**src/hdl/ppu_ram.sv**
```systemverilog
// ---------------------------------------------------------------------------
// ppu_ram
// generic single-write, single-read ram with registered read data
// ---------------------------------------------------------------------------
module ppu_ram #(
  parameter int WIDTH = 8,
  parameter int DEPTH = 256,
  parameter int AW    = $clog2(DEPTH)
) (
  input  logic             clk,
  input  logic             we,
  input  logic [AW-1:0]    waddr,
  input  logic [WIDTH-1:0] wdata,
  input  logic             re,
  input  logic [AW-1:0]    raddr,
  output logic [WIDTH-1:0] rdata
);

  logic [WIDTH-1:0] mem [DEPTH];

  // write port, read port returns old data on a same-address write
  always_ff @(posedge clk) begin
    if (we) begin
      mem[waddr] <= wdata;
    end
    if (re) begin
      rdata <= mem[raddr];
    end
  end

endmodule

```
**config.mk**
```make
export PLATFORM = sky130hd
export DESIGN_NAME = ppu_ram
export DESIGN_NICKNAME = d
export VERILOG_FILES = /design/src/hdl/ppu_ram.sv
export SDC_FILE = /design/constraint.sdc
export NUM_CORES = 2
export LEC_CHECK = 0
export BUFFER_PORTS_ARGS = -buffer_cell sky130_fd_sc_hd__buf_4
export CELL_PAD_IN_SITES_DETAIL_PLACEMENT = 2
export CELL_PAD_IN_SITES_GLOBAL_PLACEMENT = 2
export CORE_MARGIN = 2
export CORE_UTILIZATION = 51
export CTS_CLUSTER_SIZE = 8
export DETAILED_ROUTE_END_ITERATION = 8
export GPL_ROUTABILITY_DRIVEN = 0
export GPL_TIMING_DRIVEN = 0
export PLACE_DENSITY_LB_ADDON = 0.12
export SLEW_MARGIN = 20
export SYNTH_ARGS = -nofsm -noshare
export SYNTH_HDL_FRONTEND = slang
export SYNTH_SLANG_ARGS = --single-unit
```
**constraint.sdc**
```tcl
create_clock -name clk -period 3.2 [get_ports clk]
set_clock_uncertainty 0.1 [all_clocks]
set_input_delay 0.16 -clock clk [delete_from_list [all_inputs] [get_ports clk]]
set_output_delay 0.16 -clock clk [all_outputs]
set_load 0.005 [all_outputs]
```
==> results of run 1 <==
cell usage after synthesis, types with 6 or more instances:
library cell  count  area [sq um]
buf_12            8         160.2
clkbuf_1        111         416.7
nand2b_1          8         50.05
buf_8            13         195.2
mux4_2          454         10220
edfxtp_1       2056         61740
o211ai_1         10         75.07
a211oi_1         16         120.1
and2_1            6         37.54
o22ai_1          28         175.2
a221oi_1         13         113.9
a22oi_1         133         998.5
o221ai_1         46         402.9
o21ai_0          10         50.05
nand2_1          33         123.9
buf_2            31         155.2
buf_6            21         236.5
nor3_1           22         110.1
a22o_1            8         70.07
mux2i_1         134          1341
nand4_1          10         62.56
buf_4            27         202.7
a21oi_1          96         480.5
nor2b_1          31         193.9
buf_1            22         82.58
nand3_1          34         170.2
nor2_1          282          1059
nor4_1           24         150.1
metrics by stage:
step	std cells	hold WS, ns	instance area (sq um)	setup WS (ns)
2_1_floorplan	3733	0.1589	79640	0.8639
3_3_place_gp	5818	0.3367	82410	-2.796
kinds of logic after synthesis:
logic type / count (synthesis) / share of synthesized area [%]
AO/OA/AOI/OAI: 385 / 3.416
buffers and inverters: 235 / 1.829
flip-flops: 2056 / 77.53
multiplexers: 591 / 14.60
AND/OR/NAND/NOR: 466 / 2.625
==> flow_summary.toml, run 1 <==
[synth]
ys_seq_area_share_pct = 77.53
synth_nets = 3760
ys.flop_type = "edfxtp_1"
yosysUniqueCellTypes = 54
synth-edff-count = 2056
ys_async_sr_fraction_pct = 0
synth_area_sq_mm = 0.07964
postSynthAreaPerCell_sq_um = 21.33
netlist_instances = 3733
yosys_warnings = 0
ys_seq_elements = 2056

[floorplan]
boundaryPins = 35
rows = 145
start_util_pct = 51.16
fp.dieH_um = 399.2
die_width_um = 399.2

[status]
stop_stage = "3_5_place_dp"
stop_error = "[ERROR DPL-0033] detailed placement checks failed during check placement."
outcome = "aborted with a tool error"

[placement]
io_buffers = 27
dp_hpwl_um = 210600
==> run 2: changes to the inputs <==
CELL_PAD_IN_SITES_DETAIL_PLACEMENT = unset   (was 2)
CELL_PAD_IN_SITES_GLOBAL_PLACEMENT = unset   (was 2)
CORE_UTILIZATION = 40   (was 51)
CTS_CLUSTER_SIZE = unset   (was 8)
PLACE_DENSITY_LB_ADDON = 0.15   (was 0.12)
==> run 2 against run 1 <==
The flow now finishes, with violations (setup timing); synthesized cell count stayed put; area after synthesis stayed put.
==> flow_summary.toml, run 2 <==
[global_route]
met1_usage_pct = 36.31
gr-usage-all-layers_pct = 25.53
busiest_layer = "met2"
grt_overflow = 0
grt_antenna_before_repair = 19
grt_pass1_wl_um = 351400
grt_pass1_vias = 40530
met2_usage_pct = 39.04
grt_max_degree = 113
use_met3_pct = 5.181

[clocking]
cts_buffers = 212
clock_latency_ns = 0.86
clkTransAtPathRegs_ns = 0.06
cts_tree = "yes"
root_buffer = "clkbuf_16"
cts.path.max_buffers = 3
h-tree-depth = 4
clock-sinks = 2056

[worst_setup_path]
r2r_start = "mem[83][5]"
endpoint_kind = "register"
cp.required_ns = 3.68
reg2reg_depth = 6
crit_path_max_fanout = 10
start_kind = "input port"
criticalPathCategory = "input port to register"
arrival_ns = 3.77
critPathLaunch = "raddr[2]"

[layout]
final_nets = 4050
top_regs = "mem: 2048 flops, rdata: 8 flops"
final_cells = 6846
final_core_util_pct = 46.30
final_cell_mix = "edfxtp_1, mux4_2, nor2_1, clkbuf_16, mux2i_1"
regMostFlops = "mem"
area_growth_pct = 14.89
layout_commonest_cell = "edfxtp_1"
drive_gt1_share_pct = 24.62
largest_reg_flops = 2048
fin_area_sq_mm = 0.09149

[sta]
hold_viol_final = 0
whs_ns = 0.06031
setup_ws_ns = -0.08935
slew_viol_final = 0
grt_setup_unrepaired = "no"
fmax_ghz = 0.3040
finalCritPeriodShare_pct = 102.8
slew_headroom_pct = 17.94
fin_tns_setup_ns = -0.2104
period_minus_slack_ns = 3.289
setup_viol = 4
worstMarginPinSlew_ns = 1.226

[synth]
synth-edff-count = 2056
synth_area_leaders = "edfxtp_1, mux4_2, mux2i_1"
synth_nets = 3760
ys_async_sr_fraction_pct = 0
netlist_instances = 3733
postSynthAreaPerCell_sq_um = 21.33
yosysMostFrequentCell = "edfxtp_1"
ys.flop_type = "edfxtp_1"
synth_top_area_share_pct = 77.53
synth.largest_area_cell = "edfxtp_1"
ys_seq_area_share_pct = 77.53
yosysUniqueCellTypes = 54
ys_top_cells_by_count = "edfxtp_1, mux4_2, nor2_1, mux2i_1, a22oi_1"
synth_area_sq_mm = 0.07964
ys_seq_elements = 2056
yosys_warnings = 0

[route]
drc = 0
ant_nets = 0
vias = 41350
drtIter0Drc = 5936
totalWireLength_um = 260900
dr.pass1.iters = 5
post_drt_via_cell_ratio = 6.040
wire_per_inst_um = 38.11

[floorplan]
rows = 163
start_util_pct = 40.30
dieArea_sq_mm = 0.2027
core_area_sq_mm = 0.1976
fp.dieH_um = 450.2
die_width_um = 450.2
boundaryPins = 35

[placement]
dp_hpwl_um = 177000
place_area_sq_mm = 0.08429
io_buffers = 27
place_inst = 6438

[flow_run]
maxCapViolCount = 0

[status]
outcome = "finished with violations"
violations = "setup timing"

[power]
power-per-cell-area_mw_per_mm2 = 631.8
irDropWorstVdd_mv = 0.4987
leakagePower_nw = 28.18

[min_path]
whs_path_depth = 3
hp-start = "waddr[6]"
hold_class = "input port to register"
-- run 2: cell counts after synthesis --
Identical to the previous run, type by type.
-- run 2: cell type report --
type	count	area [sq um]
Multi-Input combinational cell	1442	16730
Inverter	2	7.507
Timing Repair Buffer	77	1304
Clock buffer	261	5574
Buffer	232	1533
Clock inverter	126	1277
Sequential cell	2056	61740
Antenna cell	10	25.02
Fill cell	16570	106100
Tap cell	2640	3303
-- run 2: final timing paths --
kind	end	slack [ns]
worst min-delay path	mem[195][5]	0.06
worst max-delay path	rdata[0]	-0.09
worst max register to register	rdata[5]	0.02
worst min register to register	rdata[1]	1.18
-- run 2: cells by family (layout without fill, tap and decap cells) --
group	after synthesis	in the layout	synth area share [%]
AOI/OAI and AO/OA	385	385	3.416
DFF	2056	2056	77.53
buffers and inverters	235	698	1.829
and+or+nand+nor	466	466	2.625
muxes	591	591	14.60
other	0	10	0
-- run 2: where the power goes --
part	internal (mW)	total, mW	switching, mW
combinational	1.04	3.37	2.33
sequential	29.7	29.7	0.0350
clock	14.1	24.7	10.7
total	44.8	57.8	13.0
-- run 2: through the flow --
stage	setup WS (ns)	power (mW)
after floorplan	0.8639	31.73
after global placement	-2.869	33.51
after detailed placement	-1.685	33.61
after CTS	0.04617	58.03
after global routing	0.005840	59.17
final	-0.08935	57.81
-- run 2: routing by layer --
layer / share of wire (%) / vias to the layer above
met1: 41 / 22510
met5: 0.0050 / -
li1: - / 16330
met3: 9.0 / 399
met4: 3.9 / 2
met2: 46 / 2112
-- run 2: critical path, cell delays in order --
cell	delay (ns)
buf_4	0.15
buf_2	0.33
nor2_2	0.52
clkbuf_2	0.56
clkbuf_1	0.77
a22oi_1	0.15
a21oi_1	0.35
nor4_1	0.19
nor4_4	0.52
-- run 2: timing repair --
action / CTS / global route
hold endpoints to repair: 1057 / 0
hold buffers: 9 / 0
resized for setup: 44 / 6
setup endpoints to repair: 8 / 4
setup buffers: 3 / 0
Note: power is estimated with default switching activity, not from simulation.
