File: config.mk
export PLATFORM = sky130hd
export DESIGN_NAME = ppu_latch
export DESIGN_NICKNAME = d
export VERILOG_FILES = /design/src/hdl/ppu_pkg.sv /design/src/hdl/ppu_latch.sv
export SDC_FILE = /design/constraint.sdc
export NUM_CORES = 1
export LEC_CHECK = 0
export BUFFER_PORTS_ARGS = -buffer_cell sky130_fd_sc_hd__buf_4
export CORE_MARGIN = 10
export CORE_UTILIZATION = 56
export DETAILED_ROUTE_END_ITERATION = 12
export GPL_TIMING_DRIVEN = 0
export PLACE_DENSITY = 0.84
export SLEW_MARGIN = 10
export SYNTH_ARGS = -nofsm -noshare
export SYNTH_HDL_FRONTEND = slang
export SYNTH_SLANG_ARGS = --single-unit
File: constraint.sdc
create_clock -name clk -period 4.3 [get_ports clk]
set_input_delay 0.215 -clock clk [delete_from_list [all_inputs] [get_ports clk]]
set_output_delay 0.215 -clock clk [all_outputs]
set_load 0.02 [all_outputs]
File: src/hdl/ppu_pkg.sv
// ---------------------------------------------------------------------------
// ppu_pkg
// types and constants of the picture-unit register port
// ---------------------------------------------------------------------------
package ppu_pkg;

  // request kinds; the fourth code is ignored
  typedef enum logic [1:0] {
    REQ_READ   = 2'd0,
    REQ_WRITE  = 2'd1,
    REQ_STATUS = 2'd2
  } req_kind_t;

  // register offsets
  typedef enum logic [2:0] {
    REG_CTRL     = 3'd0,
    REG_MASK     = 3'd1,
    REG_STATUS   = 3'd2,
    REG_OAM_ADDR = 3'd3,
    REG_OAM_DATA = 3'd4,
    REG_SCROLL   = 3'd5,
    REG_ADDR     = 3'd6,
    REG_DATA     = 3'd7
  } reg_idx_t;

  // address map
  localparam logic [15:0] ADDR_MASK    = 16'h3FFF;
  localparam logic [15:0] NT_BASE      = 16'h2000;
  localparam logic [15:0] NT_END       = 16'h3000;
  localparam logic [15:0] PAL_BASE     = 16'h3F00;
  localparam logic [15:0] PAL_MIR_LAST = 16'h3F1C;
  localparam logic [15:0] PAL_MIR_STEP = 16'h0010;
  localparam logic [15:0] NT_STEP_VERT = 16'h0800;
  localparam logic [15:0] NT_STEP_HORZ = 16'h0400;
  localparam logic [15:0] STEP_ROW     = 16'd32;
  localparam logic [15:0] STEP_ONE     = 16'd1;

  // ctrl / status bits
  localparam int CTRL_INC_BIT  = 2;
  localparam int CTRL_NMI_BIT  = 7;
  localparam int STATUS_VBLANK = 7;

  // work handed from the latch stage to the response stage
  typedef struct packed {
    logic [7:0]  read_data;
    logic        nmi;
    logic [15:0] vram_addr;
    logic [14:0] temp_addr;
    logic [2:0]  fine_x;
    logic        vram_rd;
    logic        pal_rd;
    logic        oam_rd;
    logic        mirror_wr;
    logic [7:0]  wdata;
  } issue_t;

  // memory access requests of one transfer
  typedef struct packed {
    logic vram_we;
    logic vram_re;
    logic oam_we;
    logic oam_re;
  } mem_req_t;

endpackage

File: src/hdl/ppu_latch.sv
// ---------------------------------------------------------------------------
// ppu_latch
// register shadows, scroll/address latches and memory request decode
// ---------------------------------------------------------------------------
module ppu_latch #(
  parameter int VRAM_AW = 14,
  parameter int OAM_AW  = 8
) (
  input  logic                 clk,
  input  logic                 rst,
  input  logic                 accept,
  input  logic [1:0]           req_type,
  input  logic [2:0]           reg_index,
  input  logic [7:0]           write_data,
  input  logic                 mirroring_mode,
  output ppu_pkg::issue_t      issue,
  output ppu_pkg::mem_req_t    mreq,
  output logic [VRAM_AW-1:0]   vram_addr,
  output logic [VRAM_AW-1:0]   mirror_addr,
  output logic [OAM_AW-1:0]    oam_addr
);

  logic [7:0]  shadow [8];
  logic [7:0]  shadow_next [8];
  logic [14:0] temp_addr;
  logic [14:0] temp_addr_next;
  logic [15:0] vaddr;
  logic [15:0] vaddr_next;
  logic [2:0]  fine_x;
  logic [2:0]  fine_x_next;
  logic        toggle;
  logic        toggle_next;

  logic [15:0] step;
  logic [15:0] mem_a;
  logic        in_nt;
  logic        in_pal;
  logic [15:0] mirror_a;

  // address decode, increment step and mirror address of a data-port write
  always_comb begin
    step   = shadow[ppu_pkg::REG_CTRL][ppu_pkg::CTRL_INC_BIT] ? ppu_pkg::STEP_ROW
                                                               : ppu_pkg::STEP_ONE;
    mem_a  = vaddr & ppu_pkg::ADDR_MASK;
    in_nt  = (mem_a >= ppu_pkg::NT_BASE) && (mem_a < ppu_pkg::NT_END);
    in_pal = (mem_a >= ppu_pkg::PAL_BASE) && (mem_a <= ppu_pkg::PAL_MIR_LAST) &&
             (mem_a[1:0] == 2'b00);
    if (in_nt) begin
      mirror_a = mem_a ^ (mirroring_mode ? ppu_pkg::NT_STEP_VERT : ppu_pkg::NT_STEP_HORZ);
    end else begin
      mirror_a = mem_a ^ ppu_pkg::PAL_MIR_STEP;
    end
    vram_addr   = mem_a[VRAM_AW-1:0];
    mirror_addr = mirror_a[VRAM_AW-1:0];
    oam_addr    = shadow[ppu_pkg::REG_OAM_ADDR][OAM_AW-1:0];
  end

  // next state and issue word of one transfer
  always_comb begin
    shadow_next    = shadow;
    temp_addr_next = temp_addr;
    vaddr_next     = vaddr;
    fine_x_next    = fine_x;
    toggle_next    = toggle;
    issue          = '0;
    mreq           = '0;
    unique case (req_type)
      ppu_pkg::REQ_READ: begin
        unique case (reg_index)
          ppu_pkg::REG_STATUS: begin
            issue.read_data = shadow[ppu_pkg::REG_STATUS];
            shadow_next[ppu_pkg::REG_STATUS] = {1'b0, shadow[ppu_pkg::REG_STATUS][6:0]};
            toggle_next = 1'b0;
          end
          ppu_pkg::REG_OAM_DATA: begin
            if (shadow[ppu_pkg::REG_STATUS][ppu_pkg::STATUS_VBLANK] ||
                (shadow[ppu_pkg::REG_MASK][4:3] == 2'b00)) begin
              mreq.oam_re  = 1'b1;
              issue.oam_rd = 1'b1;
            end
          end
          ppu_pkg::REG_DATA: begin
            mreq.vram_re  = 1'b1;
            issue.vram_rd = 1'b1;
            issue.pal_rd  = (vaddr >= ppu_pkg::PAL_BASE);
            vaddr_next    = vaddr + step;
          end
          default: begin
            issue.read_data = shadow[reg_index];
          end
        endcase
      end
      ppu_pkg::REQ_WRITE: begin
        unique case (reg_index)
          ppu_pkg::REG_CTRL: begin
            temp_addr_next[11:10] = write_data[1:0];
            issue.nmi = shadow[ppu_pkg::REG_STATUS][ppu_pkg::STATUS_VBLANK] &
                        ~shadow[ppu_pkg::REG_CTRL][ppu_pkg::CTRL_NMI_BIT] &
                        write_data[7];
          end
          ppu_pkg::REG_OAM_DATA: begin
            mreq.oam_we = 1'b1;
            shadow_next[ppu_pkg::REG_OAM_ADDR] = shadow[ppu_pkg::REG_OAM_ADDR] + 8'd1;
          end
          ppu_pkg::REG_SCROLL: begin
            if (!toggle) begin
              temp_addr_next[4:0] = write_data[7:3];
              fine_x_next         = write_data[2:0];
            end else begin
              temp_addr_next = {write_data[2:0], temp_addr[11:10], write_data[7:3],
                                temp_addr[4:0]};
            end
            toggle_next = ~toggle;
          end
          ppu_pkg::REG_ADDR: begin
            if (!toggle) begin
              temp_addr_next = {1'b0, write_data[5:0], temp_addr[7:0]};
            end else begin
              temp_addr_next = {temp_addr[14:8], write_data};
              vaddr_next     = {1'b0, temp_addr_next};
            end
            toggle_next = ~toggle;
          end
          ppu_pkg::REG_DATA: begin
            mreq.vram_we    = 1'b1;
            issue.mirror_wr = in_nt || in_pal;
            vaddr_next      = vaddr + step;
          end
          default: begin
          end
        endcase
        shadow_next[reg_index] = write_data;
      end
      ppu_pkg::REQ_STATUS: begin
        shadow_next[ppu_pkg::REG_STATUS] = write_data;
      end
      default: begin
      end
    endcase
    issue.vram_addr = vaddr_next;
    issue.temp_addr = temp_addr_next;
    issue.fine_x    = fine_x_next;
    issue.wdata     = write_data;
  end

  // latch state, updated on each accepted transfer
  always_ff @(posedge clk) begin
    if (rst) begin
      shadow    <= '{default: 8'h00};
      temp_addr <= '0;
      vaddr     <= '0;
      fine_x    <= '0;
      toggle    <= 1'b0;
    end else if (accept) begin
      shadow    <= shadow_next;
      temp_addr <= temp_addr_next;
      vaddr     <= vaddr_next;
      fine_x    <= fine_x_next;
      toggle    <= toggle_next;
    end
  end

endmodule

# Yosys cells after proc, flatten, opt, wreduce, memory -nomap -nowiden
# Cells that the tools add are included.
[totals]
register_bits = 99
in_bits = 17
word_cells = 104
[op_classes]
add_sub_neg = 2
order_cmp = 7
n_eq_ne = 9
n_mux = 46
bitwise = 8
n_reduce_logical = 19
[op_table]
columns = ["operator", "count"]
rows = [
  ["64-bit bitwise mux", 1],
  ["16-bit one-hot mux with 2 select lines", 2],
  ["8-bit 2-to-1 mux", 7],
  ["16-bit 2-to-1 mux", 2],
  ["15-bit 2-to-1 mux", 2],
  ["14-bit greater-or-equal comparator, second input constant", 2],
  ["8-bit binary-select mux with 3-bit select", 1],
  ["8-bit demux with 3-bit select", 1],
  ["8-bit one-hot mux with 3 select lines", 1],
  ["10-bit one-hot mux with 2 select lines", 1],
  ["16-bit by 6-bit adder with 16-bit output", 1],
  ["16-bit by 14-bit greater-or-equal comparator with 1-bit output, second input constant", 1],
  ["8-bit one-hot mux with 2 select lines", 1],
  ["14-bit <= comparator, second input constant", 1],
  ["14-bit < comparator, second input constant", 1],
  ["1-bit 2-to-1 mux", 14],
  ["14-bit 2-to-1 mux", 1],
  ["14-bit by 12-bit bitwise XOR with 14-bit output", 1],
  ["3-bit equality test, second input constant", 4],
  ["12-bit 2-to-1 mux", 1],
  ["3-bit 2-to-1 mux", 4],
  ["10-bit 2-to-1 mux", 1],
  ["8-bit by 1-bit adder with 8-bit output, second input constant", 1],
  ["2-bit zero test", 3],
  ["other kinds (25)", 36],
]

# Depth between registers and ports, before layout
[logic_depth]
word_depth = 7
mapped_depth = 9
depth_no_buf = 8

# Least setup slack after synthesis
# No wires, ideal clock.
[synth_path]
kind = "flip-flop to output port"
startpoint = "register shadow[58] in the netlist's numbering"
endpoint = "output issue[44] in the netlist's numbering"
t_arrival_ns = 1.937
required_ns = 4.085
slack_ns = 2.148
stages_incl_launch_ff = 8
cell_sequence = "dfxtp_1 inv_1 ha_1 ha_1 and3_1 a32o_1 o311ai_0 nand3_1"
[synth_lines]
columns = ["item", "line_no", "source"]
rows = [
  ["start: declaration", "ppu_latch.sv:23", "logic [7:0] shadow [8];"],
  ["start signal: assignment", "ppu_latch.sv:155", "shadow <= shadow_next;"],
  ["end: declaration", "ppu_latch.sv:16", "output ppu_pkg::issue_t issue,"],
]

==> impl_metrics.ini <==
[status]
status = finished, final reports clean

[clock_network]
postCtsSetupRepairBufs = 0
cts_root_buf = clkbuf_8
cts_buffers = 9
hold_buffers = 0
cts_resized = 0
h-tree-depth = 3
cts_tree = built
clk_latency_ns = 0.38
cts_buffer_depth = 2
path_clk_slew_ns = 0.10
clock-sinks = 83

[sta]
final_hold_viol_count = 0
finClkSkew_ns = 0.01836
setup_viol = 0
relSlewSlack_pct = 31.44
rsz0062_at_grt = no
timing.fmax_mhz = 316.6
setup_tns_ns = 0
worstMarginPinSlew_ns = 1.021
drv_slew = 0
worst_hold_slack_ns = 0.2434
min_period_over_period_pct = 73.46
period_minus_slack_ns = 3.159

[placed_design]
io_buffers = 110
place_area_um2 = 6948
place_congestion = 1.053
dp_hpwl_um = 17120

[floorplan]
die_height_um = 123.1
io_pins = 112
die-area_um2 = 15150
core_region_area_um2 = 10320
die_w_um = 123.1
rows = 37
start_util_pct = 57.65

[yosys]
ys_warn_count = 0
yosys.area_share.simple_pct = 24.17
postSynthAreaPerCell_um2 = 7.206
ys_ff_latch = 83
yosysTopAreaCell = dfxtp_1
syn_area_um2 = 5952
yosys.area.top_type_share_pct = 27.92
synthAdderAreaFrac_pct = 1.682
synth_area_leaders = dfxtp_1 (28%), nand2_1 (6.0%), a21oi_1 (5.8%)
synth.distinct_cells = 64
yosysSeqAreaShare_pct = 27.92
synth.most_common_cell = nand2_1
synth_common_cells = nand2_1 (95), nor2_1 (91), dfxtp_1 (83), a21oi_1 (69), o21ai_0 (53)
synth.mux.area_fraction_pct = 4.730
syn_nets = 851
synth-main-ff-cell = dfxtp_1
synthXorXnorAreaFrac_pct = 0.7358
synth_top_family_by_area = compound AO/OA/AOI/OAI gates
synth-compound-area-share_pct = 28.55
synth_cells = 826
synth_edf_count = 0
async_flop_share_pct = 0

[worst_setup_path]
path_class = flip-flop to output pin
worst_setup_path_start_kind = flip-flop
end_kind = output pin
cp.arrival_ns = 2.94
crit_path_max_fanout = 8
worst_ep_required_time_ns = 4.09

[route]
routed_wirelength_um = 23300
drc = 0
first_pass_iters = 6
drtAntennaViolNets = 0
vias = 7057
drt-initial-drc-count = 982
vias_per_cell = 6.486
routedWlPerCell_um = 21.41

[power]
vdd_drop_max_v = 0.0001890
pwr-share-comb_pct = 23.7
p_sw_mw = 0.6352
pwr-share-seq_pct = 43.9
p_clk_share_pct = 32.3
p_total_mw = 1.855
swShare_pct = 34.24
p_int_mw = 1.220
power_density_nw_per_um2 = 259.5
power.leakage_nw = 2.965

[cells_and_area]
final_util_pct = 69.24
diodes = 0
syn_to_final_growth_pct = 20.10
stdcell_area_um2 = 7148
drive_above_1_share_pct = 22.48
fin_nets = 972
fillCellCount = 908

[global_route]
antenna_found_initial = 0
grt_max_degree = 16
track_usage_pct = 30.02
grt_pass1_vias = 6588
grt_pass1_wl_um = 36120
grt.overflow.total = 0

[hold_path]
holdCritPathClass = input port to flip-flop

[flow_run]
max_cap_violations = 0
power groups by stage:
stage / combinational [mW] / sequential (mW) / clock, mW
after floorplan: 0.267 / 0.823 / 0
after global placement: 0.425 / 0.831 / 0
after detailed placement: 0.427 / 0.831 / 0
after CTS: 0.429 / 0.814 / 0.591
after global routing: 0.466 / 0.818 / 0.625
final: 0.440 / 0.815 / 0.600
cell usage in the layout (no fill, tap or decap), drive strengths merged, types with 8 or more instances in the layout:
| master | instances |
|---|---|
| a211oi | 11 |
| a21oi | 69 |
| a221oi | 10 |
| a22oi | 18 |
| a311oi | 11 |
| a31oi | 13 |
| and3 | 8 |
| buf | 181 |
| clkbuf | 56 |
| dfxtp | 83 |
| ha | 8 |
| inv | 20 |
| mux2 | 9 |
| mux2i | 18 |
| nand2 | 95 |
| nand2b | 8 |
| nand3 | 32 |
| nand4 | 12 |
| nor2 | 91 |
| nor3 | 25 |
| o21a | 9 |
| o21ai | 54 |
cell type report:
cell class                 instances  area, um2  share of cell area (%)
clock buffer                       9      123.9                   1.733
clock inverter                     7      76.32                   1.068
inverter                          19      71.32                  0.9977
sequential                        83       1662                   23.25
buffer                           118      655.6                   9.172
tap                              136      170.2                   2.381
multi-input combinational        606       3563                   49.85
timing repair buffer             110      825.8                   11.55
stage by stage:
stage	setup WS [ns]	cells
3_3_place_gp	1.601	1072
4_1_cts	1.209	1088
3_5_place_dp	1.626	1072
6_report	1.141	1088
2_1_floorplan	2.148	826
5_1_grt	0.9993	1088
routing by layer:
metal  vias up  wire length (um)  track usage [%]
met5         -                 0                0
met4         0              1375            17.39
met3       120              2751            6.016
met2       513             10660            48.86
met1      3237              8507            36.21
li1       3187                 -                -
critical path, cell delays in order, from the launching register on:
cell and delay [ns]:
dfxtp_1 0.53, inv_1 0.08, ha_1 0.26, ha_1 0.32, and3_1 0.24, a32o_1 0.33, o311ai_0 0.45, nand3_1 0.15
buf_4 0.19
state kept, by name, summed over array words and instances, names as in the netlist:
| register | cells |
|---|---|
| fine_x | 3 |
| oam_addr | 8 |
| shadow | 40 |
| temp_addr | 15 |
| toggle | 1 |
| vaddr | 16 |
logic make-up (layout without fill, tap and decap cells):
logic type,count (synthesis),count (layout)
buffers and inverters,137,263
multiplexers,27,27
XOR/XNOR,5,5
AND/OR/NAND/NOR,308,308
adder cells (fa/ha/maj),8,8
AO/OA/AOI/OAI,258,258
flip-flops,83,83
worst paths after layout:
check        startpoint    endpoint  slack (ns)  cells after the start
max          shadow[58]   issue[44]        1.14                      8
min                 rst   vaddr[11]        0.24                      3
max reg2reg  shadow[58]   vaddr[14]        1.74                      7
min reg2reg  shadow[15]  shadow[15]        0.46                      2
No activity file was read; power rests on OpenSTA's default activity.
