[config.mk]
export PLATFORM = sky130hd
export DESIGN_NAME = ppu_resp
export DESIGN_NICKNAME = d
export VERILOG_FILES = /design/src/hdl/ppu_pkg.sv /design/src/hdl/ppu_resp.sv
export SDC_FILE = /design/constraint.sdc
export NUM_CORES = 1
export LEC_CHECK = 0
export BUFFER_PORTS_ARGS = -buffer_cell sky130_fd_sc_hd__buf_2
export CAP_MARGIN = 20
export CORE_MARGIN = 2
export CORE_UTILIZATION = 46
export DETAILED_ROUTE_END_ITERATION = 10
export PLACE_DENSITY_LB_ADDON = 0.25
export SETUP_SLACK_MARGIN = 0.2
export SLEW_MARGIN = 40
export SYNTH_ARGS = -nofsm -noshare
export SYNTH_HDL_FRONTEND = slang
export SYNTH_SLANG_ARGS = --single-unit
[constraint.sdc]
create_clock -name clk -period 1.7 [get_ports clk]
set_input_delay 0.085 -clock clk [delete_from_list [all_inputs] [get_ports clk]]
set_output_delay 0.085 -clock clk [all_outputs]
set_load 0.01 [all_outputs]
[src/hdl/ppu_pkg.sv]
// ---------------------------------------------------------------------------
// ppu_pkg
// types and constants of the picture-unit register port
// ---------------------------------------------------------------------------
package ppu_pkg;

  // request kinds; the fourth code is ignored
  typedef enum logic [1:0] {
    REQ_READ   = 2'd0,
    REQ_WRITE  = 2'd1,
    REQ_STATUS = 2'd2
  } req_kind_t;

  // register offsets
  typedef enum logic [2:0] {
    REG_CTRL     = 3'd0,
    REG_MASK     = 3'd1,
    REG_STATUS   = 3'd2,
    REG_OAM_ADDR = 3'd3,
    REG_OAM_DATA = 3'd4,
    REG_SCROLL   = 3'd5,
    REG_ADDR     = 3'd6,
    REG_DATA     = 3'd7
  } reg_idx_t;

  // address map
  localparam logic [15:0] ADDR_MASK    = 16'h3FFF;
  localparam logic [15:0] NT_BASE      = 16'h2000;
  localparam logic [15:0] NT_END       = 16'h3000;
  localparam logic [15:0] PAL_BASE     = 16'h3F00;
  localparam logic [15:0] PAL_MIR_LAST = 16'h3F1C;
  localparam logic [15:0] PAL_MIR_STEP = 16'h0010;
  localparam logic [15:0] NT_STEP_VERT = 16'h0800;
  localparam logic [15:0] NT_STEP_HORZ = 16'h0400;
  localparam logic [15:0] STEP_ROW     = 16'd32;
  localparam logic [15:0] STEP_ONE     = 16'd1;

  // ctrl / status bits
  localparam int CTRL_INC_BIT  = 2;
  localparam int CTRL_NMI_BIT  = 7;
  localparam int STATUS_VBLANK = 7;

  // work handed from the latch stage to the response stage
  typedef struct packed {
    logic [7:0]  read_data;
    logic        nmi;
    logic [15:0] vram_addr;
    logic [14:0] temp_addr;
    logic [2:0]  fine_x;
    logic        vram_rd;
    logic        pal_rd;
    logic        oam_rd;
    logic        mirror_wr;
    logic [7:0]  wdata;
  } issue_t;

  // memory access requests of one transfer
  typedef struct packed {
    logic vram_we;
    logic vram_re;
    logic oam_we;
    logic oam_re;
  } mem_req_t;

endpackage

[src/hdl/ppu_resp.sv]
// ---------------------------------------------------------------------------
// ppu_resp
// data-port read buffer and response output register
// ---------------------------------------------------------------------------
module ppu_resp (
  input  logic            clk,
  input  logic            rst,
  input  logic            advance,
  input  ppu_pkg::issue_t work,
  input  logic [7:0]      vram_rdata,
  input  logic [7:0]      oam_rdata,
  input  logic            rsp_stall,
  output logic            rsp_valid,
  output logic [7:0]      read_data,
  output logic            nmi_request,
  output logic [15:0]     vram_address_out,
  output logic [14:0]     temp_address_out,
  output logic [2:0]      fine_x_out
);

  logic [7:0] read_buffer;
  logic [7:0] rd;

  // read data select: buffered byte, fresh palette byte, sprite byte or register
  always_comb begin
    priority if (work.vram_rd) begin
      rd = work.pal_rd ? vram_rdata : read_buffer;
    end else if (work.oam_rd) begin
      rd = oam_rdata;
    end else begin
      rd = work.read_data;
    end
  end

  // read buffer refill on data-port reads
  always_ff @(posedge clk) begin
    if (rst) begin
      read_buffer <= '0;
    end else if (advance && work.vram_rd) begin
      read_buffer <= vram_rdata;
    end
  end

  // output register handshake
  always_ff @(posedge clk) begin
    if (rst) begin
      rsp_valid <= 1'b0;
    end else if (advance) begin
      rsp_valid <= 1'b1;
    end else if (!rsp_stall) begin
      rsp_valid <= 1'b0;
    end
  end

  // output payload
  always_ff @(posedge clk) begin
    if (advance) begin
      read_data        <= rd;
      nmi_request      <= work.nmi;
      vram_address_out <= work.vram_addr;
      temp_address_out <= work.temp_addr;
      fine_x_out       <= work.fine_x;
    end
  end

endmodule

# Yosys cells after proc, flatten, opt, wreduce, memory -nomap -nowiden
# Cells that the tools add are included.
[totals] elab_cells=14 output_inout_bits=44 ff_bits=52
[classes] reduce_logical=1 n_eq_ne=1 mux=5
[ops] operator="8-bit 2-to-1 mux" n=3
[ops] operator="1-bit 2-to-1 mux" n=2
[ops] operator="2-bit != test (second input constant)" n=1
[ops] operator="1-bit logical AND" n=1

# Logic depth before layout (Yosys ltp)
# Gate-level depths: netlist (run 1).
[depth] ltp_word=2 mapped_depth=4 ltp_nobuf=2

# Worst setup path before layout (run 1)
# No wires, ideal clock.
[synth_timing] path_type="input -> register" start="input port work[10] (netlist bit)" end="register read_data[0], data pin" required_ps=1439 cell_stages=3 path_buffers=1 path_slack_ps=889 t_arrival_ps=550 setup_ps=261 path_cell_list="buf_2 mux2i_1 mux2i_1"
[synth_between] elab_chain_len=2
[synth_rtl] item="start, declared" line_no="ppu_resp.sv:9" text="input ppu_pkg::issue_t work,"
[synth_rtl] item="8-bit 2-to-1 mux" line_no="ppu_resp.sv:27" text="rd = work.pal_rd ? vram_rdata : read_buffer;"
[synth_rtl] item="8-bit 2-to-1 mux" line_no="ppu_resp.sv:26" text="priority if (work.vram_rd) begin"
[synth_rtl] item="via rd[0]" line_no="ppu_resp.sv:22" text="logic [7:0] rd;"
[synth_rtl] item="end signal, assigned" line_no="ppu_resp.sv:58" text="read_data <= rd;"
[synth_rtl] item="end, declared" line_no="ppu_resp.sv:14" text="output logic [7:0] read_data,"
# The timed path passes the listed nets, and every way through them passes these cells.
# A chain may end at the register's enable or synchronous reset.

# Worst setup path after layout (run 1)
[layout_timing] start="register temp_address_out[10]" end="output port temp_address_out[10]"
[layout_lines] item="start, declared" line_no="ppu_resp.sv:17" text="output logic [14:0] temp_address_out,"
[layout_lines] item="start signal, assigned" line_no="ppu_resp.sv:61" text="temp_address_out <= work.temp_addr;"
# No word-level cell between the ends.

==> summary.txt, run 1 <==
STA
  • RSZ-0062 raised after global routing: false
  • Final setup vio count: 0
  • Setup TNS: 0 ns
  • Setup ws final: 0.767 ns
  • Fin. Hold Viols: 0
  • Max Freq: 1.07 GHz
  • Worst-margin pin slew: 0.512 ns
  • Final min period: 0.933 ns
  • Hold_ws: 0.0225 ns
  • Worst-case clock skew: 0.00302 ns
  • Slew headroom: 0.659
  • Max-slew violation count: 0
  • Final period util: 0.549

Placement
  • I/O Buffers: 109
  • Gpl congestion: 0.827
  • Setup Slack @ Placement: 0.737 ns
  • Post-Place Cells: 262
  • HPWL Detailed: 3.38 mm

Synth
  • Synth Instances: 110
  • Synth Cell Area: 1960 um^2
  • Top cells by area, synth: edfxtp_1 66%, mux2i_1 12%, dfxtp_1 9.2%, a21bo_1 3.1%, nand3_1 2.0%
  • Sequential area share after synthesis: 0.751
  • Distinct cells, synth: 13
  • Synth Area per Inst: 17.8 um^2
  • Yosys top cell area share: 0.659
  • #FFs+latches synth: 52
  • Synthesized net count: 185
  • Area leader, netlist: edfxtp_1
  • Ys Warns: 0

Setup path
  • Critical path depth in cells: 1
  • Worst R2R End: read_data[6]
  • Cell family with most CP delay: flip-flops
  • Reg2reg start: read_buffer[6]
  • CP Buf/Inv Count: 1
  • Element type at the critical path end: output port
  • Worst path max stage delay: 0.40 ns
  • R2R Setup Slk: 0.86 ns
  • Worst path slowest cell: edfxtp_1
  • Critical Path AT: 0.85 ns
  • CP required: 1.62 ns
  • Crit path max fanout: 1
  • CP Class: reg -> out
  • Reg2Reg Depth: 2
  • Critical Path Start Type: register
  • CP Cell Sequence: buf_2

Drt
  • Detailed-route vias per instance: 5.00
  • Drt pass-1 iters: 4
  • Avg WL per Cell: 16.9 um
  • WL final: 5.14 mm
  • DRC: 0
  • Via count: 1,521
  • Final ANT Viol Nets: 0
  • Violation count after the first detailed-route iteration: 102

Cells and area
  • Non-Filler Instances: 304
  • Most frequent cells in the layout: 109 x buf_2, 43 x edfxtp_1, 35 x dlygate4sd3_1
  • Antenna Cells: 0
  • Fraction of layout cells with a size suffix above 1: 0.484
  • Layout area overhead: 53.4%
  • Fin nets: 329
  • Commonest non-fill, non-tap cell in the layout: buf_2

Die
  • Die X: 69.2 um
  • Die ar.: 4790 um^2
  • Core area: 4060 um^2
  • Row cnt: 23
  • Io pins: 119
  • Initial Utilization: 0.483
  • Die height: 69.2 um

Clock network
  • CTS clk-pin slew, worst paths: 0.09 ns
  • TritonCTS clock tree: yes
  • Post-cts resize count: 0
  • CTS Buf Count: 5
  • CTS max path bufs: 2
  • Clock latency on the worst-skew pair: 0.29 ns
  • CTS sink cnt: 52
  • Clock root cell: clkbuf_8
  • H-Tree Depth: 2

Min path
  • Hold path depth: 3
  • Hold Crit Endpoint: rsp_valid
  • Worst min path class: in -> reg
  • Worst hold start: rsp_stall

Pwr
  • Logic pwr share: 0.137
  • Sw frac: 0.206
  • Lkg Pwr: 1.34 nW
  • Switching power: 0.587 mW
  • Max VDD drop: 0.459 mV
  • Total power: 2.85 mW
  • Clock power share: 0.334
  • Power per cell area: 950 nW/um^2
  • Seq pwr share: 0.529
  • P_int: 2.27 mW

Global routing
  • Largest net degree at the start of global routing: 61
  • Grt total ovfl: 0
  • Initial antenna violation count: 0
  • Vias in the first global route: 1,537
  • Global-route wire length before repair: 8.20 mm
  • GRT Total Usage: 0.222

Status
  • Status: completed

Flow run
  • Max-cap viol count: 0
per-stage QoR:
stage                     area (um^2)   util
after floorplan                  1960      -
after detailed placement         2520  0.622
after global placement           2520  0.622
after global routing             3000  0.740
final                            3000  0.740
after CTS                        3000  0.740
final cells by class:
type                       count  area (um^2)
sequential                    52         1470
fill                         270         1050
timing repair buffer         145          916
multi-input combinational     50          424
clock buffer                   5         68.8
tap                           50         62.6
clock inverter                 2         60.1
per-layer routing:
metal,track usage,share of wire
met1,0.261,0.38
met2,0.384,0.51
met3,0.0698,0.082
met4,0.0784,0.025
met5,0,0
flip-flops by register name, summed over array words and instances, names as in the netlist:
name,count
nmi_request,1
temp_address_out,15
vram_address_out,16
rsp_valid,1
read_data,8
fine_x_out,3
read_buffer,8
how the worst max path moves through the flow:
| stage | start | end | slack [ns] |
|---|---|---|---|
| after global routing | temp_address_out[11] | temp_address_out[11] | 0.73 |
| after CTS | temp_address_out[4] | temp_address_out[4] | 0.75 |
| after global placement | work[10] | read_data[7] | 0.74 |
| final | temp_address_out[10] | temp_address_out[10] | 0.77 |
| after detailed placement | work[10] | read_data[6] | 0.74 |
| after floorplan | work[10] | read_data[0] | 0.89 |
power by group through the flow:
stage / logic [mW] / clock network [mW] / registers [mW]
final: 0.390 / 0.953 / 1.51
after CTS: 0.388 / 0.971 / 1.51
after detailed placement: 0.322 / 0 / 1.54
after floorplan: 0.0902 / 0 / 1.58
after global placement: 0.311 / 0 / 1.53
after global routing: 0.420 / 1.02 / 1.52
logic make-up (layout without fill, tap and decap cells):
family / Yosys count / count (layout) / share of synthesized area
mux: 24 / 24 / 0.123
simple gates: 9 / 9 / 0.0224
buf+inv: 8 / 152 / 0.0319
compound gates: 17 / 17 / 0.0716
flops: 52 / 52 / 0.751
timing repair:
action	4_1_cts	5_1_grt
hold endpoints to repair	35	0
setup buffers	0	0
hold buffers	35	0
synthesized netlist by cell type:
master / n
dfxtp_1: 9
mux2i_1: 24
a21oi_1: 5
edfxtp_1: 43
nor2_1: 1
a21oi_2: 4
buf_2: 2
a21bo_1: 6
buf_6: 3
clkbuf_1: 1
nand3_1: 8
a21bo_2: 2
buf_4: 2
Note: power is estimated with default switching activity, not from simulation.
==> inputs of run 2 (changes only) <==
--- a/config.mk
+++ b/config.mk
@@ -5,10 +5,11 @@
 export SDC_FILE = /design/constraint.sdc
 export NUM_CORES = 1
 export LEC_CHECK = 0
+export ABC_AREA = 1
 export BUFFER_PORTS_ARGS = -buffer_cell sky130_fd_sc_hd__buf_2
 export CAP_MARGIN = 20
 export CORE_MARGIN = 2
-export CORE_UTILIZATION = 46
+export CORE_UTILIZATION = 43
 export DETAILED_ROUTE_END_ITERATION = 10
 export PLACE_DENSITY_LB_ADDON = 0.25
 export SETUP_SLACK_MARGIN = 0.2
==> constraint.sdc (replaced) <==
create_clock -name clk -period 0.9 [get_ports clk]
set_input_delay 0.045 -clock clk [delete_from_list [all_inputs] [get_ports clk]]
set_output_delay 0.045 -clock clk [all_outputs]
set_load 0.01 [all_outputs]
==> summary.txt, run 2 <==
STA
  • Slew headroom: 0.809 (+0.150)
  • Final min period: 0.901 ns
  • Setup TNS: -0.00106 ns (-0.00106 ns)
  • Worst-case clock skew: 0.00393 ns (+0.000908 ns)
  • Fin. Hold Viols: 0 (unchanged)
  • Max-slew violation count: 0 (unchanged)
  • Final setup vio count: 1 (+1)
  • Final period util: 1.00
  • Hold_ws: 0.0719 ns (+0.0495 ns)
  • Worst-margin pin slew: 0.287 ns (-0.225 ns)
  • Max Freq: 1.11 GHz
  • RSZ-0062 raised after global routing: true
  • Setup ws final: -0.00106 ns (-0.768 ns)

Min path
  • Hold Crit Endpoint: vram_address_out[12]
  • Hold path depth: 1 (-2)
  • Worst hold start: advance
  • Worst min path class: in -> reg

Cells and area
  • Commonest non-fill, non-tap cell in the layout: buf_2
  • Largest registers: vram_address_out x16, temp_address_out x15
  • Reg area: 1480 um^2 (+0.68%)
  • Reg with most FFs: vram_address_out
  • Fin nets: 421 (+28%)
  • Max reg flops: 16 (unchanged)
  • Non-Filler Instances: 399 (+31%)
  • Area of the multi-input gates: 435 um^2 (+2.7%)
  • Fraction of layout cells with a size suffix above 1: 0.458 (-0.0260)
  • Layout area overhead: 62.7%
  • Fillers: 312 (+16%)
  • Final Util: 0.737 (-0.00273)
  • Antenna Cells: 0 (unchanged)
  • Most frequent cells in the layout: 108 x buf_2, 45 x dlygate4sd3_1, 44 x nand2_1

Synth
  • Main combinational cell family by area after synthesis: simple AND/OR/NAND/NOR gates
  • #FFs+latches synth: 52 (unchanged)
  • Synth Area per Inst: 11.0 um^2 (-38%)
  • Synthesized net count: 258 (+39%)
  • Synth Area in Compound Gates: 0.00248 (-0.0691)
  • Yosys top cell area share: 0.641 (-0.0184)
  • Area leader, netlist: edfxtp_1
  • Most numerous cell in the Yosys netlist: nand2_1
  • Post-Synth Simple-Gate Area: 0.184 (+0.161)
  • Ys Warns: 0 (unchanged)
  • Mux cell area share after synthesis: 0 (-0.123)
  • Distinct cells, synth: 11 (-2)
  • Most frequent cells after synthesis: 54 x nand2_1, 43 x edfxtp_1, 36 x inv_1
  • Top cells by area, synth: edfxtp_1 64%, nand2_1 10%, dfxtp_1 8.9%, inv_1 6.7%, nand3_1 4.0%
  • Top FF cell, synth: edfxtp_1
  • Adder-cell share of the synthesized area: 0 (unchanged)
  • Synth Cell Area: 2010 um^2 (+2.9%)
  • Sequential area share after synthesis: 0.730 (-0.0210)
  • FFs w/ async S/R, synth: 0 (unchanged)
  • Post-Synth XOR/XNOR Area: 0 (unchanged)
  • Synth Instances: 183 (+66%)
  • EDFF count, synth: 43 (unchanged)

Drt
  • DRC: 0 (unchanged)
  • Drt pass-1 iters: 4 (unchanged)
  • Avg WL per Cell: 12.8 um (-24%)
  • Final ANT Viol Nets: 0 (unchanged)
  • Via count: 1,824 (+20%)
  • WL final: 5.12 mm (-0.35%)
  • Detailed-route vias per instance: 4.57 (-8.6%)
  • Violation count after the first detailed-route iteration: 75 (-26%)

Pwr
  • Max VDD drop: 0.642 mV (+40%)
  • Logic pwr share: 0.172 (+0.035)
  • Switching power: 1.22 mW (+110%)
  • P_int: 3.81 mW (+68%)
  • Clock power share: 0.258 (-0.076)
  • Sw frac: 0.243 (+0.0367)
  • Power per cell area: 1530 nW/um^2 (+62%)
  • Seq pwr share: 0.569 (+0.040)
  • Lkg Pwr: 1.62 nW (+21%)

Clock network
  • CTS clk-pin slew, worst paths: 0.09 ns (about the same)
  • CTS Buf Count: 5 (unchanged)
  • Clock root cell: clkbuf_8
  • CTS sink cnt: 52 (unchanged)
  • Clock latency on the worst-skew pair: 0.30 ns (about the same)
  • TritonCTS clock tree: yes
  • H-Tree Depth: 2 (unchanged)
  • CTS max path bufs: 2 (unchanged)

Status
  • Failing checks: setup timing
  • Status: complete, but fails checks

Setup path
  • Critical Path AT: 0.86 ns (about the same)
  • Element type at the critical path end: output port
  • CP Cell Sequence: buf_2
  • Critical Path Start Type: register
  • Worst R2R End: read_data[7]
  • Worst path max stage delay: 0.40 ns (about the same)
  • Worst path slowest cell: edfxtp_1
  • Reg2reg start: read_buffer[7]
  • CP required: 0.85 ns (-0.77 ns)
  • R2R Setup Slk: 0.09 ns (-0.77 ns)
  • CP Class: reg -> out
  • Cell family with most CP delay: flip-flops
  • Crit path max fanout: 1 (unchanged)
  • Reg2Reg Depth: 4 (+2)
  • CP Buf/Inv Count: 1 (unchanged)

Die
  • Die X: 72.4 um (+4.6%)
  • Die ar.: 5250 um^2 (+9.5%)
  • Initial Utilization: 0.453 (-0.0293)
  • Die height: 72.4 um (+4.6%)
  • Core area: 4440 um^2 (+9.5%)
  • Row cnt: 24 (+4.3%)
  • Io pins: 119 (unchanged)

Global routing
  • Global-route wire length before repair: 7.81 mm (-4.8%)
  • Initial antenna violation count: 0 (unchanged)
  • Grt total ovfl: 0 (unchanged)
  • Largest net degree at the start of global routing: 31 (-49%)
  • GRT Total Usage: 0.197 (-0.0247)
  • Vias in the first global route: 1,781 (+16%)

Flow run
  • Max-cap viol count: 0 (unchanged)

Placement
  • Gpl congestion: 0.825 (-0.24%)
  • I/O Buffers: 109 (unchanged)
  • HPWL Detailed: 3.02 mm (-10%)
  • Post-Place Cells: 343 (+31%)
## run 2: cell count changes after synthesis, moves of 4 or more
cell     delta
a21bo_1     -6
nor2_1     +16
nand2_1    +54
a21oi_1     -4
a21oi_2     -4
nand3_1     +8
mux2i_1    -24
inv_1      +36
## run 2: kinds of logic after synthesis
kind of cell	count (synthesis)
buffers and inverters	40
AOI/OAI and AO/OA	1
and+or+nand+nor	90
DFF	52
## run 2: final cells by class
cell class                      count  share of cell area
Sequential cell                    52               0.452
Timing Repair Buffer              160               0.327
Multi-Input combinational cell     91               0.133
Inverter                           36              0.0412
Clock buffer                        6              0.0221
Tap cell                           52              0.0199
Clock inverter                      2             0.00496
## run 2: power by group through the flow
| stage | clock network (mW) | registers, mW | logic [mW] |
|---|---|---|---|
| 2_1_floorplan | 0 | 3.00 | 0.190 |
| 3_3_place_gp | 0 | 2.90 | 0.634 |
| 3_5_place_dp | 0 | 2.90 | 0.646 |
| 4_1_cts | 1.34 | 2.85 | 0.830 |
| 5_1_grt | 1.42 | 2.88 | 0.951 |
| 6_report | 1.30 | 2.86 | 0.866 |
## run 2: timing repair
action | CTS | global route
pin swaps | 5 | 8
setup buffers | 3 | 0
hold endpoints to repair | 44 | 0
endpoints found under the setup margin | 52 | 56
hold buffers | 45 | 0
resized for setup | 13 | 23
## run 2: how the worst max path moves through the flow
stage,from,end,slack (ns),depth (start not counted)
detailed placement,work[10],read_data[5],0.09,5
finish,read_data[1],read_data[1],-0.001,1
CTS,read_data[1],read_data[1],-0.002,1
global route,vram_address_out[13],vram_address_out[13],-0.03,1
floorplan,read_buffer[5],read_data[5],0.17,4
global placement,work[10],read_data[5],0.09,5
## run 2: metal layers
metal / GRT usage / share of wire / vias to the layer above
met2: 0.374 / 0.54 / 79
met5: 0 / 0 / -
met1: 0.216 / 0.38 / 837
met3: 0.0347 / 0.071 / 8
met4: 0.0802 / 0.015 / 0
li1: - / - / 900
## run 2: metrics by stage
step / total power [mW] / area (um^2) / setup WS [ns]
6_report: 5.03 / 3280 / -0.00106
5_1_grt: 5.26 / 3280 / -0.0318
4_1_cts: 5.02 / 3230 / -0.00201
3_5_place_dp: 3.55 / 2630 / 0.0868
3_3_place_gp: 3.53 / 2630 / 0.0935
2_1_floorplan: 3.19 / 2010 / 0.168
==> inputs of run 3 (changes only) <==
--- a/config.mk
+++ b/config.mk
@@ -11,9 +11,10 @@
 export CORE_MARGIN = 2
 export CORE_UTILIZATION = 43
 export DETAILED_ROUTE_END_ITERATION = 10
-export PLACE_DENSITY_LB_ADDON = 0.25
+export PLACE_DENSITY = 0.75
 export SETUP_SLACK_MARGIN = 0.2
 export SLEW_MARGIN = 40
 export SYNTH_ARGS = -nofsm -noshare
 export SYNTH_HDL_FRONTEND = slang
 export SYNTH_SLANG_ARGS = --single-unit
+export TNS_END_PERCENT = 20
==> summary.txt, run 3 (synthesized netlist as in run 2, its figures left out) <==
Pwr
  • Max VDD drop: 0.861 mV (+34%)
  • Power per cell area: 1550 nW/um^2 (+0.80%)
  • Total power: 4.97 mW (-1.2%)
  • Lkg Pwr: 1.60 nW (-1.5%)

Drt
  • Final ANT Viol Nets: 0 (unchanged)
  • WL final: 5.23 mm (+2.1%)
  • Violation count after the first detailed-route iteration: 97 (+29%)
  • Detailed-route vias per instance: 4.48 (-2.0%)
  • Via count: 1,779 (-2.5%)
  • Drt pass-1 iters: 4 (unchanged)
  • Avg WL per Cell: 13.2 um (+2.6%)
  • DRC: 0 (unchanged)

STA
  • Final min period: 0.890 ns (-0.0110 ns)
  • Setup TNS: 0 ns (+0.00106 ns)
  • Worst-margin pin slew: 0.283 ns (-0.00425 ns)
  • Final period util: 0.989 (-0.0123)
  • Worst-case clock skew: 0.00373 ns (-0.000195 ns)
  • Max Freq: 1.12 GHz (+1.2%)
  • Max-slew violation count: 0 (unchanged)
  • Fin. Hold Viols: 0 (unchanged)
  • Slew headroom: 0.811 (+0.00284)
  • Final setup vio count: 0 (-1)
  • RSZ-0062 raised after global routing: true

Placement
  • I/O Buffers: 109 (unchanged)
  • Gpl congestion: 0.798 (-3.4%)
  • Post-Place Cells: 345 (+0.58%)
  • HPWL Detailed: 3.31 mm (+9.4%)
  • DP Area: 2640 um^2 (+0.57%)

Cells and area
  • Fraction of layout cells with a size suffix above 1: 0.409 (-0.0495)
  • Most frequent cells in the layout: 106 x buf_2, 53 x nand2_1, 44 x dlygate4sd3_1
  • Antenna Cells: 0 (unchanged)
  • Fin nets: 419 (-0.48%)
  • Max reg flops: 16 (unchanged)
  • Largest registers: vram_address_out x16, temp_address_out x15
  • Layout area overhead: 59.4%
  • Reg with most FFs: vram_address_out
  • Commonest non-fill, non-tap cell in the layout: buf_2
  • Design area: 3210 um^2 (-2.0%)
  • Fillers: 325 (+4.2%)
  • Non-Filler Instances: 397 (-0.50%)

Setup path
  • Critical path startpoint: temp_address_out[13]
  • Critical path depth in cells: 1 (unchanged)
  • Setup crit end: temp_address_out[13]
  • R2R Setup Slk: 0.13 ns (+0.04 ns)
  • Cell family with most CP delay: flip-flops
  • Critical Path Start Type: register
  • Worst R2R End: read_data[6]
  • CP Buf/Inv Count: 1 (unchanged)
  • CP Class: reg -> out
  • Crit path max fanout: 1 (unchanged)
  • Worst path slowest cell: edfxtp_1
  • CP Cell Sequence: buf_2
  • Reg2reg start: read_buffer[6]
  • Reg2Reg Depth: 4 (unchanged)
  • Critical Path AT: 0.85 ns (about the same)
  • Element type at the critical path end: output port
  • CP required: 0.85 ns (about the same)
  • Worst path max stage delay: 0.40 ns (about the same)

Global routing
  • Grt total ovfl: 0 (unchanged)
  • Largest net degree at the start of global routing: 27 (-13%)
  • Vias in the first global route: 1,738 (-2.4%)
  • Initial antenna violation count: 0 (unchanged)
  • Global-route wire length before repair: 7.85 mm (+0.45%)
  • GRT Total Usage: 0.196 (-0.00172)

Die
  • Die height: 72.4 um (unchanged)
  • Row cnt: 24 (unchanged)
  • Io pins: 119 (unchanged)
  • Die X: 72.4 um (unchanged)
  • Core area: 4440 um^2 (unchanged)
  • Initial Utilization: 0.453 (unchanged)
  • Die ar.: 5250 um^2 (unchanged)

Clock network
  • TritonCTS clock tree: yes
  • Post-CTS Setup Bufs: 0 (-3)
  • CTS Buf Count: 5 (unchanged)
  • H-Tree Depth: 2 (unchanged)
  • Clock root cell: clkbuf_8
  • CTS max path bufs: 2 (unchanged)
  • CTS clk-pin slew, worst paths: 0.09 ns (about the same)
  • CTS sink cnt: 52 (unchanged)
  • Clock latency on the worst-skew pair: 0.29 ns (about the same)

Flow run
  • Max-cap viol count: 0 (unchanged)

Status
  • Status: completed

Min path
  • Worst hold start: vram_rdata[0]
  • Worst min path class: in -> reg
-- run 3: changes by cell type in the layout (fill, tap and decap cells not counted), sizes merged --
cell,change
buf,-1
clkbuf,-1
clkinvlp,+1
dlygate4sd3,-1
-- run 3: how the worst min path moves through the flow --
stage	to	slack, ns	depth (start not counted)
after floorplan	rsp_valid	0.12	1
after global placement	rsp_valid	0.22	2
after detailed placement	vram_address_out[12]	0.22	1
after CTS	read_buffer[0]	0.00007	3
after global routing	read_buffer[0]	0.02	3
final	read_buffer[0]	0.01	3
-- run 3: per-stage QoR --
stage | utilization | setup slack [ns] | hold slack [ns]
after global routing | 0.722 | -0.0427 | 0.0170
after floorplan | - | 0.168 | 0.117
after global placement | 0.595 | 0.0819 | 0.219
final | 0.722 | 0.00997 | 0.0117
after detailed placement | 0.595 | 0.0727 | 0.223
after CTS | 0.713 | 0.000180 | 0.0000731
-- run 3: final cells by class --
class / instances / area (um^2) / share of cell area
multi-input cells: 91 / 389 / 0.121
clock inverters: 3 / 18.8 / 0.00585
flip-flops and latches: 52 / 1480 / 0.461
well taps: 52 / 65.1 / 0.0203
inverters: 36 / 135 / 0.0421
clock buffers: 5 / 68.8 / 0.0214
repair buffers: 158 / 1050 / 0.329
-- run 3: worst register-to-register path, stage by stage (launching register included) --
cell	delay, ns
dfxtp_2	0.33
inv_2	0.05
nand2_1	0.04
nand3_1	0.06
nand2_1	0.06
-- run 3: power breakdown --
part | switching, mW | leakage (nW) | internal [mW]
logic | 0.410 | 1.06 | 0.429
registers | 0.0544 | 0.498 | 2.81
clock network | 0.725 | 0.0378 | 0.538
total | 1.19 | 1.60 | 3.78
-- run 3: routing by layer --
| metal | share of wire | wire [um] | track usage | vias to the layer above |
|---|---|---|---|---|
| met1 | 0.40 | 2110 | 0.235 | 794 |
| met3 | 0.082 | 430 | 0.0403 | 2 |
| met4 | 0.0023 | 12 | 0.0432 | 0 |
| met2 | 0.51 | 2670 | 0.362 | 88 |
| met5 | 0 | 0 | 0 | - |
| li1 | - | - | - | 895 |
-- run 3: timing repair --
| item | in CTS | in global routing |
|---|---|---|
| pin swaps | 0 | 9 |
| hold buffers | 44 | 0 |
| endpoints found under the hold margin | 43 | 0 |
| endpoints found under the setup margin | 52 | 56 |
| gates resized for setup | 0 | 18 |
